<file path="src/rtl/fwdo_pkg.sv">
package fwdo_pkg;

  // Default sizing, overridable on the top level
  localparam int DEPTH_DEF    = 16;
  localparam int TAG_BITS_DEF = 16;

  // Fixed port field widths
  localparam int OP_W   = 2;
  localparam int TAG_W  = 16;
  localparam int TIME_W = 63;
  localparam int STAT_W = 2;
  localparam int OCC_W  = 5;

  typedef enum logic [OP_W-1:0] {
    OP_PUSH = 2'd0,
    OP_POP  = 2'd1,
    OP_PEEK = 2'd2,
    OP_NOP  = 2'd3
  } op_t;

  typedef enum logic [STAT_W-1:0] {
    STAT_OK    = 2'd0,
    STAT_EMPTY = 2'd1,
    STAT_FULL  = 2'd2
  } status_t;

  typedef enum logic [2:0] {
    S_IDLE,
    S_DECODE,
    S_SCAN,
    S_PICK,
    S_SHIFT,
    S_RESP
  } state_t;

  // Controller to datapath
  typedef struct packed {
    logic    load;
    logic    push_wr;
    logic    set_status;
    status_t status;
    logic    scan_init;
    logic    scan_step;
    logic    pick;
    logic    shift_step;
    logic    count_dec;
    logic    resp_load;
  } ctl_cmd_t;

  // Datapath to controller
  typedef struct packed {
    op_t  op;
    logic empty;
    logic full;
    logic walk_done;
  } dp_stat_t;

endpackage

</file>
<file path="src/rtl/fwdo_ctrl.sv">
module fwdo_ctrl (
  input  logic                clk,
  input  logic                rst_n,
  input  logic                in_valid,
  output logic                in_stall,
  output logic                out_valid,
  input  logic                out_stall,
  input  fwdo_pkg::dp_stat_t  stat,
  output fwdo_pkg::ctl_cmd_t  cmd
);
  import fwdo_pkg::*;

  state_t state_r, state_nxt;
  logic   out_valid_r, out_valid_nxt;
  logic   out_free;

  assign out_free  = !out_valid_r || !out_stall;
  assign in_stall  = (state_r != S_IDLE);
  assign out_valid = out_valid_r;

  // Next state
  always_comb begin
    state_nxt = state_r;
    case (state_r)
      S_IDLE: begin
        if (in_valid) state_nxt = S_DECODE;
      end
      S_DECODE: begin
        case (stat.op)
          OP_POP, OP_PEEK: state_nxt = stat.empty ? S_RESP : S_SCAN;
          default:         state_nxt = S_RESP;
        endcase
      end
      S_SCAN: begin
        if (stat.walk_done) state_nxt = S_PICK;
      end
      S_PICK: begin
        state_nxt = (stat.op == OP_POP) ? S_SHIFT : S_RESP;
      end
      S_SHIFT: begin
        if (stat.walk_done) state_nxt = S_RESP;
      end
      S_RESP: begin
        if (out_free) state_nxt = S_IDLE;
      end
      default: state_nxt = S_IDLE;
    endcase
  end

  // Commands and output valid
  always_comb begin
    cmd           = '0;
    out_valid_nxt = out_valid_r && out_stall;
    case (state_r)
      S_IDLE: begin
        cmd.load = in_valid;
      end
      S_DECODE: begin
        cmd.set_status = 1'b1;
        cmd.status     = STAT_OK;
        case (stat.op)
          OP_PUSH: begin
            if (stat.full) cmd.status = STAT_FULL;
            else           cmd.push_wr = 1'b1;
          end
          OP_POP, OP_PEEK: begin
            if (stat.empty) cmd.status = STAT_EMPTY;
            else            cmd.scan_init = 1'b1;
          end
          default: ;
        endcase
      end
      S_SCAN: begin
        cmd.scan_step = 1'b1;
      end
      S_PICK: begin
        cmd.pick = 1'b1;
      end
      S_SHIFT: begin
        cmd.shift_step = 1'b1;
        cmd.count_dec  = stat.walk_done;
      end
      S_RESP: begin
        if (out_free) begin
          cmd.resp_load = 1'b1;
          out_valid_nxt = 1'b1;
        end
      end
      default: ;
    endcase
  end

  always_ff @(posedge clk) begin
    if (!rst_n) begin
      state_r     <= S_IDLE;
      out_valid_r <= 1'b0;
    end else begin
      state_r     <= state_nxt;
      out_valid_r <= out_valid_nxt;
    end
  end

endmodule

</file>
<file path="src/rtl/fwdo_dp.sv">
module fwdo_dp #(
  parameter int QUEUE_DEPTH = fwdo_pkg::DEPTH_DEF,
  parameter int TAG_BITS    = fwdo_pkg::TAG_BITS_DEF
) (
  input  logic                        clk,
  input  logic                        rst_n,
  input  logic [fwdo_pkg::OP_W-1:0]   in_opcode,
  input  logic [fwdo_pkg::TAG_W-1:0]  in_tag,
  input  logic [fwdo_pkg::TIME_W-1:0] in_deadline,
  input  logic [fwdo_pkg::TIME_W-1:0] in_now,
  input  fwdo_pkg::ctl_cmd_t          cmd,
  output fwdo_pkg::dp_stat_t          stat,
  output logic [fwdo_pkg::STAT_W-1:0] out_status,
  output logic [fwdo_pkg::TAG_W-1:0]  out_head_tag,
  output logic [fwdo_pkg::TIME_W-1:0] out_head_deadline,
  output logic                        out_expired,
  output logic [fwdo_pkg::OCC_W-1:0]  out_occupancy
);
  import fwdo_pkg::*;

  localparam int AW = $clog2(QUEUE_DEPTH);
  localparam int CW = $clog2(QUEUE_DEPTH + 1);
  localparam int EW = TAG_BITS + TIME_W;

  // Entry memory: tag above deadline
  logic [EW-1:0] mem [QUEUE_DEPTH];
  logic [EW-1:0] rd_data_r;

  // Latched item
  op_t               op_r;
  logic [TAG_BITS-1:0] tag_r;
  logic [TIME_W-1:0] dl_r;
  logic [TIME_W-1:0] now_r;

  // Queue and walk control
  logic [CW-1:0] count_r;
  logic [CW-1:0] cnt_r;
  logic [AW-1:0] lag_r;
  logic          vld_r;
  status_t       status_r;
  logic          hit_r;

  // Scan results
  logic [TIME_W-1:0]   min_dl_r;
  logic [TAG_BITS-1:0] min_tag_r;
  logic [AW-1:0]       min_idx_r;
  logic [TIME_W-1:0]   old_dl_r;
  logic [TAG_BITS-1:0] old_tag_r;
  logic [TIME_W-1:0]   res_dl_r;
  logic [TAG_BITS-1:0] res_tag_r;
  logic                exp_r;

  // Output register
  logic [STAT_W-1:0] out_status_r;
  logic [TAG_W-1:0]  out_head_tag_r;
  logic [TIME_W-1:0] out_head_deadline_r;
  logic              out_expired_r;
  logic [OCC_W-1:0]  out_occupancy_r;

  logic                iss;
  logic [AW-1:0]       rd_addr;
  logic [TAG_BITS-1:0] rd_tag;
  logic [TIME_W-1:0]   rd_dl;
  logic                wr_en;
  logic [AW-1:0]       wr_addr;
  logic [EW-1:0]       wr_data;
  logic                take_min;
  logic                pick_exp;
  logic [AW-1:0]       pick_idx;

  // Walk pointer issues one memory read per cycle while below the count
  assign iss     = (cnt_r < count_r);
  assign rd_addr = cnt_r[AW-1:0];
  assign rd_tag  = rd_data_r[EW-1:TIME_W];
  assign rd_dl   = rd_data_r[TIME_W-1:0];

  // Write for push at the tail, or move an entry down one slot on compaction
  assign wr_en   = cmd.push_wr || (cmd.shift_step && vld_r);
  assign wr_addr = cmd.push_wr ? count_r[AW-1:0] : (lag_r - AW'(1));
  assign wr_data = cmd.push_wr ? {tag_r, dl_r} : rd_data_r;

  // Strictly smaller deadline replaces the minimum, so earliest wins ties
  assign take_min = (lag_r == '0) || (rd_dl < min_dl_r);
  assign pick_exp = (min_dl_r < now_r);
  assign pick_idx = pick_exp ? min_idx_r : '0;

  assign stat.op        = op_r;
  assign stat.empty     = (count_r == '0);
  assign stat.full      = (count_r >= CW'(QUEUE_DEPTH));
  assign stat.walk_done = !iss && !vld_r;

  always_ff @(posedge clk) begin
    if (wr_en) mem[wr_addr] <= wr_data;
    rd_data_r <= mem[rd_addr];
  end

  // Control state
  always_ff @(posedge clk) begin
    if (!rst_n) begin
      count_r <= '0;
      vld_r   <= 1'b0;
      hit_r   <= 1'b0;
    end else begin
      if (cmd.push_wr)        count_r <= count_r + CW'(1);
      else if (cmd.count_dec) count_r <= count_r - CW'(1);
      if (cmd.scan_step || cmd.shift_step) vld_r <= iss;
      else                                 vld_r <= 1'b0;
      if (cmd.load)      hit_r <= 1'b0;
      else if (cmd.pick) hit_r <= 1'b1;
    end
  end

  // Capture the item
  always_ff @(posedge clk) begin
    if (cmd.load) begin
      op_r  <= op_t'(in_opcode);
      tag_r <= TAG_BITS'(in_tag);
      dl_r  <= in_deadline;
      now_r <= in_now;
    end
    if (cmd.set_status) status_r <= cmd.status;
  end

  // Advance the walk pointer and track the minimum
  always_ff @(posedge clk) begin
    if (cmd.scan_init) begin
      cnt_r <= '0;
    end else if (cmd.pick) begin
      cnt_r <= CW'(pick_idx) + CW'(1);
    end else if ((cmd.scan_step || cmd.shift_step) && iss) begin
      cnt_r <= cnt_r + CW'(1);
    end
    if (cmd.scan_step || cmd.shift_step) lag_r <= cnt_r[AW-1:0];

    if (cmd.scan_step && vld_r) begin
      if (take_min) begin
        min_dl_r  <= rd_dl;
        min_tag_r <= rd_tag;
        min_idx_r <= lag_r;
      end
      if (lag_r == '0) begin
        old_dl_r  <= rd_dl;
        old_tag_r <= rd_tag;
      end
    end

    if (cmd.pick) begin
      exp_r     <= pick_exp;
      res_dl_r  <= pick_exp ? min_dl_r  : old_dl_r;
      res_tag_r <= pick_exp ? min_tag_r : old_tag_r;
    end
  end

  // Load the result register
  always_ff @(posedge clk) begin
    if (cmd.resp_load) begin
      out_status_r        <= status_r;
      out_head_tag_r      <= hit_r ? TAG_W'(res_tag_r) : '0;
      out_head_deadline_r <= hit_r ? res_dl_r : '0;
      out_expired_r       <= hit_r && exp_r;
      out_occupancy_r     <= OCC_W'(count_r);
    end
  end

  assign out_status        = out_status_r;
  assign out_head_tag      = out_head_tag_r;
  assign out_head_deadline = out_head_deadline_r;
  assign out_expired       = out_expired_r;
  assign out_occupancy     = out_occupancy_r;

endmodule

</file>
<file path="src/rtl/fifo_with_deadline_override_top.sv">
// Deadline-aware queue of tagged entries.
// Input channel (in_valid / in_stall): opcode push, pop or peek, with a tag,
// a deadline and the current time. Result channel (out_valid / out_stall):
// status, head tag, head deadline, expired flag and occupancy, one per item.
// Pop and peek return the entry with the smallest deadline when that deadline
// is below the current time (earliest pushed wins ties), else the oldest one.
// One item is in work at a time. Push, empty pop/peek and unused opcodes go
// from decode straight to the result; pop and peek first scan every held
// entry for the minimum, and pop then shifts the entries above the chosen
// slot down. The entry memory has a single read port, walked one entry per
// cycle for the minimum search and again for compaction after a pop.
// A finished result waits in the output register while the next item is
// taken in; a stalled receiver holds that register, and the following item
// then waits for it with the input stalled. Reset empties the queue and
// clears the result valid; entry contents are never cleared since only slots
// below the count are read.
module fifo_with_deadline_override_top #(
  parameter int QUEUE_DEPTH = fwdo_pkg::DEPTH_DEF,
  parameter int TAG_BITS    = fwdo_pkg::TAG_BITS_DEF
) (
  input  logic                        clk,
  input  logic                        rst_n,
  input  logic                        in_valid,
  output logic                        in_stall,
  input  logic [fwdo_pkg::OP_W-1:0]   in_opcode,
  input  logic [fwdo_pkg::TAG_W-1:0]  in_tag,
  input  logic [fwdo_pkg::TIME_W-1:0] in_deadline,
  input  logic [fwdo_pkg::TIME_W-1:0] in_now,
  output logic                        out_valid,
  input  logic                        out_stall,
  output logic [fwdo_pkg::STAT_W-1:0] out_status,
  output logic [fwdo_pkg::TAG_W-1:0]  out_head_tag,
  output logic [fwdo_pkg::TIME_W-1:0] out_head_deadline,
  output logic                        out_expired,
  output logic [fwdo_pkg::OCC_W-1:0]  out_occupancy
);
  import fwdo_pkg::*;

  ctl_cmd_t cmd;
  dp_stat_t stat;

  fwdo_ctrl u_ctrl (
    .clk       (clk),
    .rst_n     (rst_n),
    .in_valid  (in_valid),
    .in_stall  (in_stall),
    .out_valid (out_valid),
    .out_stall (out_stall),
    .stat      (stat),
    .cmd       (cmd)
  );

  fwdo_dp #(
    .QUEUE_DEPTH (QUEUE_DEPTH),
    .TAG_BITS    (TAG_BITS)
  ) u_dp (
    .clk               (clk),
    .rst_n             (rst_n),
    .in_opcode         (in_opcode),
    .in_tag            (in_tag),
    .in_deadline       (in_deadline),
    .in_now            (in_now),
    .cmd               (cmd),
    .stat              (stat),
    .out_status        (out_status),
    .out_head_tag      (out_head_tag),
    .out_head_deadline (out_head_deadline),
    .out_expired       (out_expired),
    .out_occupancy     (out_occupancy)
  );

endmodule

</file>
<file path="config.mk">
export PLATFORM = sky130hd
export DESIGN_NAME = fifo_with_deadline_override_top
export DESIGN_NICKNAME = d
export VERILOG_FILES = /design/src/rtl/fwdo_pkg.sv /design/src/rtl/fwdo_ctrl.sv /design/src/rtl/fwdo_dp.sv /design/src/rtl/fifo_with_deadline_override_top.sv
export SDC_FILE = /design/constraint.sdc
export NUM_CORES = 2
export LEC_CHECK = 0
export BUFFER_PORTS_ARGS = -buffer_cell sky130_fd_sc_hd__buf_2
export CAP_MARGIN = 20
export CORE_ASPECT_RATIO = 1.5
export CORE_UTILIZATION = 56
export CTS_BUF_LIST = sky130_fd_sc_hd__clkbuf_16
export DETAILED_ROUTE_END_ITERATION = 8
export GPL_TIMING_DRIVEN = 0
export PLACE_DENSITY = 0.82
export SYNTH_ARGS = -nofsm -noshare
export SYNTH_HDL_FRONTEND = slang
export SYNTH_SLANG_ARGS = --single-unit
</file>
<file path="constraint.sdc">
create_clock -name clk -period 10.61 [get_ports clk]
set_input_delay 1.061 -clock clk [delete_from_list [all_inputs] [get_ports clk]]
set_output_delay 1.061 -clock clk [all_outputs]
set_load 0.01 [all_outputs]
</file>
; ---- After elaboration in Yosys (flattened, before gate mapping)
; Memories as Yosys holds them, arrays and structs flattened. A register that Yosys moved wholly into a read port is not among the register bits.
; Cells that the tools add are included.
; Widths: inputs -> output; s select.
[totals]
reg_bits = 495
latchBits = 0
ramBits = 1264
mem_bits_ro = 0
input_bits = 148
output_inout_bits = 89
elab_cells = 109
mem_count = 1
[memory_table]
columns = memory, words, word_bits, read_ports, rd_clocked_by_memory_dff, wr, line
row1 = u_dp.mem, 16, 79, 1, 1, 1, fwdo_dp.sv:26  ; logic [EW-1:0] mem [QUEUE_DEPTH];
[classes]
n_addsub = 5
n_mul = 0
div = 0
order_cmp = 4
n_eq_ne = 11
shifts = 0
mux = 35
bitwise_logic = 1
reduce_logical = 27
[ops]
columns = cell, n
row1 = $lt 63x63->1, 2
row2 = $mux 79, 1
row3 = $mux 63, 1
row4 = $mux 5, 5
row5 = $mux 3, 6
row6 = $pmux 3 s6, 1
row7 = $mux 16, 1
row8 = $mux 1, 15
row9 = $add 5x1->5 const B, 2
row10 = $mux 4, 2
row11 = $eq 3x2->1 const B, 2
row12 = $eq 3x3->1 const B, 2
row13 = $logic_and 1x1->1, 6
row14 = $ne 2x1->1 const B, 3
row15 = $reduce_and 2->1, 3
row16 = $add 4x1->5 const B, 1
row17 = $ge 5x5->1 const B, 1
row18 = $logic_not 5->1, 1
row19 = $lt 5x5->1, 1
row20 = $sub 5x1->5 const B, 1
row21 = $logic_not 1->1, 4
row22 = $logic_not 4->1, 1
row23 = $logic_or 1x1->1, 4
row24 = $mux 2, 2
row25 = other kinds (13), 15

; ---- Longest topological paths before layout
[depth]
depth_word = 8
depth_mapped = 16
ltp_nobuf = 15

; ---- Hierarchy
; Synthesis repeated with hierarchy kept, for this count alone.
[hier_totals]
cells_unflattened = 3277
hier_area_um2 = 69988.4
[modules_own_cells]
columns = module, instances, cells_each, area_per_inst_um2, seq_area_each_um2
row1 = fwdo_dp, 1, 3226, 69605.5, 54161.9
row2 = fwdo_ctrl, 1, 51, 382.9, 80.1

; ---- Worst setup path after synthesis
; Ideal clock, no wire load.
[synth_timing]
path_kind = flip-flop to flip-flop
startpoint = register u_ctrl.state_r[1]
endpoint = register u_dp.min_dl_r[0], enable pin
setup_ns = 0.440
t_arrival_ns = 10.723
t_required_ns = 10.170
path_slack_ns = -0.553
path_stages_with_launch = 5
n_path_buf = 1
synth_period_minus_slack_ns = 11.163
path_cell_list = dfxtp_1 clkbuf_1 nand3_1 nor4b_1 a21o_1
[synth_between]
elab_chain_len = 4
[synth_lines]
columns = item, line
row1 = from (decl), fwdo_ctrl.sv:13  ; state_t state_r, state_nxt;
row2 = from (signal assigned), fwdo_ctrl.sv:98  ; state_r <= state_nxt;
row3 = $eq 3x2->1, fwdo_ctrl.sv:54  ; case (state_r)
row4 = $mux 1, fwdo_ctrl.sv:54
row5 = $logic_and 1x1->1, fwdo_dp.sv:135  ; if (cmd.scan_step && vld_r) begin
row6 = $reduce_and 2->1 (no source line), -
row7 = to (signal assigned), fwdo_dp.sv:137  ; min_dl_r <= rd_dl;
row8 = to (decl), fwdo_dp.sv:44  ; logic [TIME_W-1:0] min_dl_r;
; No other way between the ends.
; A chain may end at the register's enable or synchronous reset.

; ---- Worst setup path in the final report
[layout_timing]
startpoint = register u_dp.now_r[58]
endpoint = register u_dp.cnt_r[4]
[layout_between]
elab_chain_len = 4
[layout_lines]
columns = item, line
row1 = from (decl), fwdo_dp.sv:33  ; logic [TIME_W-1:0] now_r;
row2 = from (signal assigned), fwdo_dp.sv:119  ; now_r <= in_now;
row3 = $lt 63x63->1, fwdo_dp.sv:84  ; assign pick_exp = (min_dl_r < now_r);
row4 = $mux 4, fwdo_dp.sv:85  ; assign pick_idx = pick_exp ? min_idx_r : '0;
row5 = $add 4x1->5, fwdo_dp.sv:129  ; cnt_r <= CW'(pick_idx) + CW'(1);
row6 = $mux 5, fwdo_dp.sv:128  ; end else if (cmd.pick) begin
row7 = to (signal assigned), fwdo_dp.sv:129
row8 = to (signal assigned), fwdo_dp.sv:131  ; cnt_r <= cnt_r + CW'(1);
row9 = to (decl), fwdo_dp.sv:37  ; logic [CW-1:0] cnt_r;
; No other way between the ends.

==> results_dict.tcl <==
set metrics [dict create \
    critPathArrivalTime_ps 6310 \
    via_per_inst 6.62 \
    synth_xor_xnor_area_share_pct 0.100 \
    rsz0062_at_grt "false" \
    async_flop_share_pct 0 \
    cts_resized 0 \
    avgSynthCellArea_sq_um 20.8 \
    skew_ps 40.4 \
    grt_max_degree 54 \
    fin_nets 4166 \
    worst_pin_slew_ps 1320 \
    synth-edff-count 1743 \
    reg2reg_from "u_dp.now_r[58]" \
    vias 37300 \
    post_cts_buffers 0 \
    pin_count 237 \
    hpwl_mm 110 \
    endpoint "u_dp.cnt_r[4]" \
    grt_pass1_wl_mm 264 \
    start_util_pct 56.6 \
    fin_ws_ps 5040 \
    cts_hold_buf 0 \
    critPathLaunch "u_dp.now_r[58]" \
    max-slew-margin-rel_pct 11.1 \
    required_ps 11350 \
    routed_wirelength_mm 191 \
    r2r-end "u_dp.cnt_r[4]" \
    crit_type "flop to flop" \
    netlist_instances 3368 \
    synth_compound_area_share_pct 1.34 \
    grt_pass1_vias 38100 \
    detail-route-antenna-nets 0 \
    netlist_area_sq_mm 0.0700 \
    rrSetupSlack_ps 5040 \
    layout-drive-gt1-share_pct 27.2 \
    port_buffers 235 \
    post-route-period-util_pct 52.5 \
    clockRootBuffer "clkbuf_16" \
    die_w_um 291 \
    ys.flop_type "edfxtp_1" \
    yosys.area_share.simple_pct 3.19 \
    ff2ff_path_depth 14 \
    yosysSeqAreaShare_pct 77.4 \
    gp_congestion 0.837 \
    dp_cells 5292 \
    muxShareOfSynthArea_pct 14.0 \
    cap_violations 0 \
    clk_pin_slew_ps 80 \
    synth_top_family_by_area "multiplexers" \
    dieArea_sq_mm 0.127 \
    rows 158 \
    area_growth_pct 15.6 \
    slew_viol_final 0 \
    critPathLaunchType "flop" \
    cts_made_buffers 162 \
    antenna_found_initial 10 \
    first_pass_iters 6 \
    grt.overflow.total 0 \
    synth.ff_latch_count 1838 \
    cts_buffer_depth 3 \
    end_kind "flop" \
    yosysWarnings 0 \
    outcome "completed" \
    place_ws_ps 5900 \
    ys_types 51 \
    max_freq_ghz 0.179 \
    syn_nets 3653 \
    drc_errors 0 \
    htree_num_levels 4 \
    drt-wirelength-per-cell_um 33.9 \
    cts_sinks 1838 \
    grt_usage_pct 29.8 \
    setup_violations 0 \
    drtIter0Drc 5040 \
    power_density_mw_per_mm2 262 \
    worstHoldPathType "primary input to flop" \
    report.final.hold_viol_count 0 \
    final_cells 5631 \
    p_leak_nw 27.5 \
    num-fill-cells 7569 \
    path_max_fanout 14 \
    coreArea_sq_mm 0.124 \
    ir_drop_uv 235 \
    fin_crit_ps 5570 \
    cts_tree "built" \
    die_y_um 435 \
    synthAdderAreaFrac_pct 2.46 \
    insertion_delay_ps 830 \
]
[synth_stat cells, types with 30 or more instances]
cell type | instances | share of area, %
mux4_2 | 395 | 13
nand2_1 | 287 | 1.5
and2_1 | 83 | 0.74
ha_1 | 136 | 2.4
a21o_1 | 31 | 0.33
edfxtp_1 | 1743 | 75
a21oi_1 | 61 | 0.44
clkbuf_1 | 82 | 0.44
dfxtp_1 | 95 | 2.7
mux2_2 | 80 | 1.3
nor2_1 | 37 | 0.20
o21ai_0 | 30 | 0.21
inv_1 | 137 | 0.73
buf_1 | 33 | 0.18
[logic make-up after synthesis]
| group | count (synthesis) |
|---|---|
| flops | 1838 |
| xor+xnor | 8 |
| mux | 476 |
| compound gates | 152 |
| buf+inv | 267 |
| simple gates | 490 |
| fa+ha+maj | 137 |
[metrics by stage]
step	area, sq um	utilization, %	total power, W	hold WS [ps]	setup TNS [ps]
after detailed placement	75300	60.8	0.0149	428	0
after CTS	80600	65.1	0.0210	365	0
final	81000	65.4	0.0212	410	0
after floorplan	70000	-	0.0131	400	0
after global routing	80900	65.4	0.0217	394	0
after global placement	73200	59.2	0.0146	428	-620500
[state kept, by name, indices dropped and copies added (netlist names), 16 cells and up]
| name | count |
|---|---|
| u_dp.out_head_deadline | 63 |
| u_dp.old_dl_r | 63 |
| u_dp.now_r | 63 |
| u_dp.min_tag_r | 16 |
| u_dp.rd_data_r | 79 |
| u_dp.mem | 1264 |
| u_dp.tag_r | 16 |
| u_dp.res_dl_r | 63 |
| u_dp.res_tag_r | 16 |
| u_dp.min_dl_r | 63 |
| u_dp.dl_r | 63 |
| u_dp.out_head_tag | 16 |
| u_dp.old_tag_r | 16 |
[how the worst min path moves through the flow]
| stage | slack (ps) | end | from | cells after the start |
|---|---|---|---|---|
| after global placement | 430 | u_dp.lag_r[0] | u_dp.cnt_r[0] | 0 |
| after detailed placement | 430 | u_dp.lag_r[0] | u_dp.cnt_r[0] | 0 |
| after floorplan | 400 | u_dp.out_status[0] | u_dp.status_r[0] | 0 |
| after CTS | 370 | u_dp.dl_r[41] | in_deadline[41] | 1 |
| final | 410 | u_dp.tag_r[15] | in_tag[15] | 1 |
| after global routing | 390 | u_dp.dl_r[41] | in_deadline[41] | 1 |
[power breakdown]
| part | internal, W | total, W | leakage [nW] | switching (W) |
|---|---|---|---|---|
| clock network | 0.00327 | 0.00597 | 2.73 | 0.00270 |
| registers | 0.00951 | 0.00992 | 16.6 | 0.000402 |
| logic | 0.00204 | 0.00536 | 8.17 | 0.00332 |
[layer usage]
layer,track usage (%),up-vias,wire [um]
met3,7.55,811,22000
met1,34.1,18600,60500
met4,17.8,10,12400
met2,50.5,3258,96000
met5,0,-,65
li1,-,14600,-
[critical path: stages (launching register included)]
cell	delay [ps]
edfxtp_1	520
inv_1	90
ha_1	370
nand4_1	250
nor3_1	1110
nand3_1	380
a311oi_2	940
nor2b_1	170
buf_6	270
a31o_1	300
ha_1	310
nand4_1	190
xnor2_1	210
nand2_1	160
a21oi_1	200
[layout by cell type (no fill, tap or decap), types with 4 or more instances in the layout]
cell type	n
edfxtp_1	1743
mux4_2	395
nand2_1	287
buf_2	248
inv_1	176
clkbuf_16	166
ha_1	136
dfxtp_1	95
and2_1	83
clkbuf_1	81
mux2_2	80
a21oi_1	60
buf_12	47
clkinv_1	37
buf_1	33
o21ai_0	30
a21o_1	30
buf_16	28
buf_8	28
clkinv_2	23
nand4_1	21
nor2_1	20
nor2_4	17
bufinv_16	17
nand3_1	15
nor3_1	14
nor2b_1	13
nand2b_1	11
buf_6	11
diode_2	10
inv_6	7
clkinvlp_4	7
a211oi_1	6
o21a_1	6
xnor2_1	6
clkinv_8	4
[cell type report]
type | count | area (sq um) | share of cell area (%)
Antenna cell | 10 | 25.0 | 0.0309
Buffer | 128 | 504 | 0.623
Clock buffer | 166 | 4150 | 5.13
Clock inverter | 138 | 1150 | 1.42
Inverter | 139 | 527 | 0.651
Multi-Input combinational cell | 1263 | 14900 | 18.4
Sequential cell | 1838 | 54200 | 67.0
Tap cell | 1600 | 2000 | 2.47
Timing Repair Buffer | 349 | 3430 | 4.23
(Power assumes the default switching activity.)
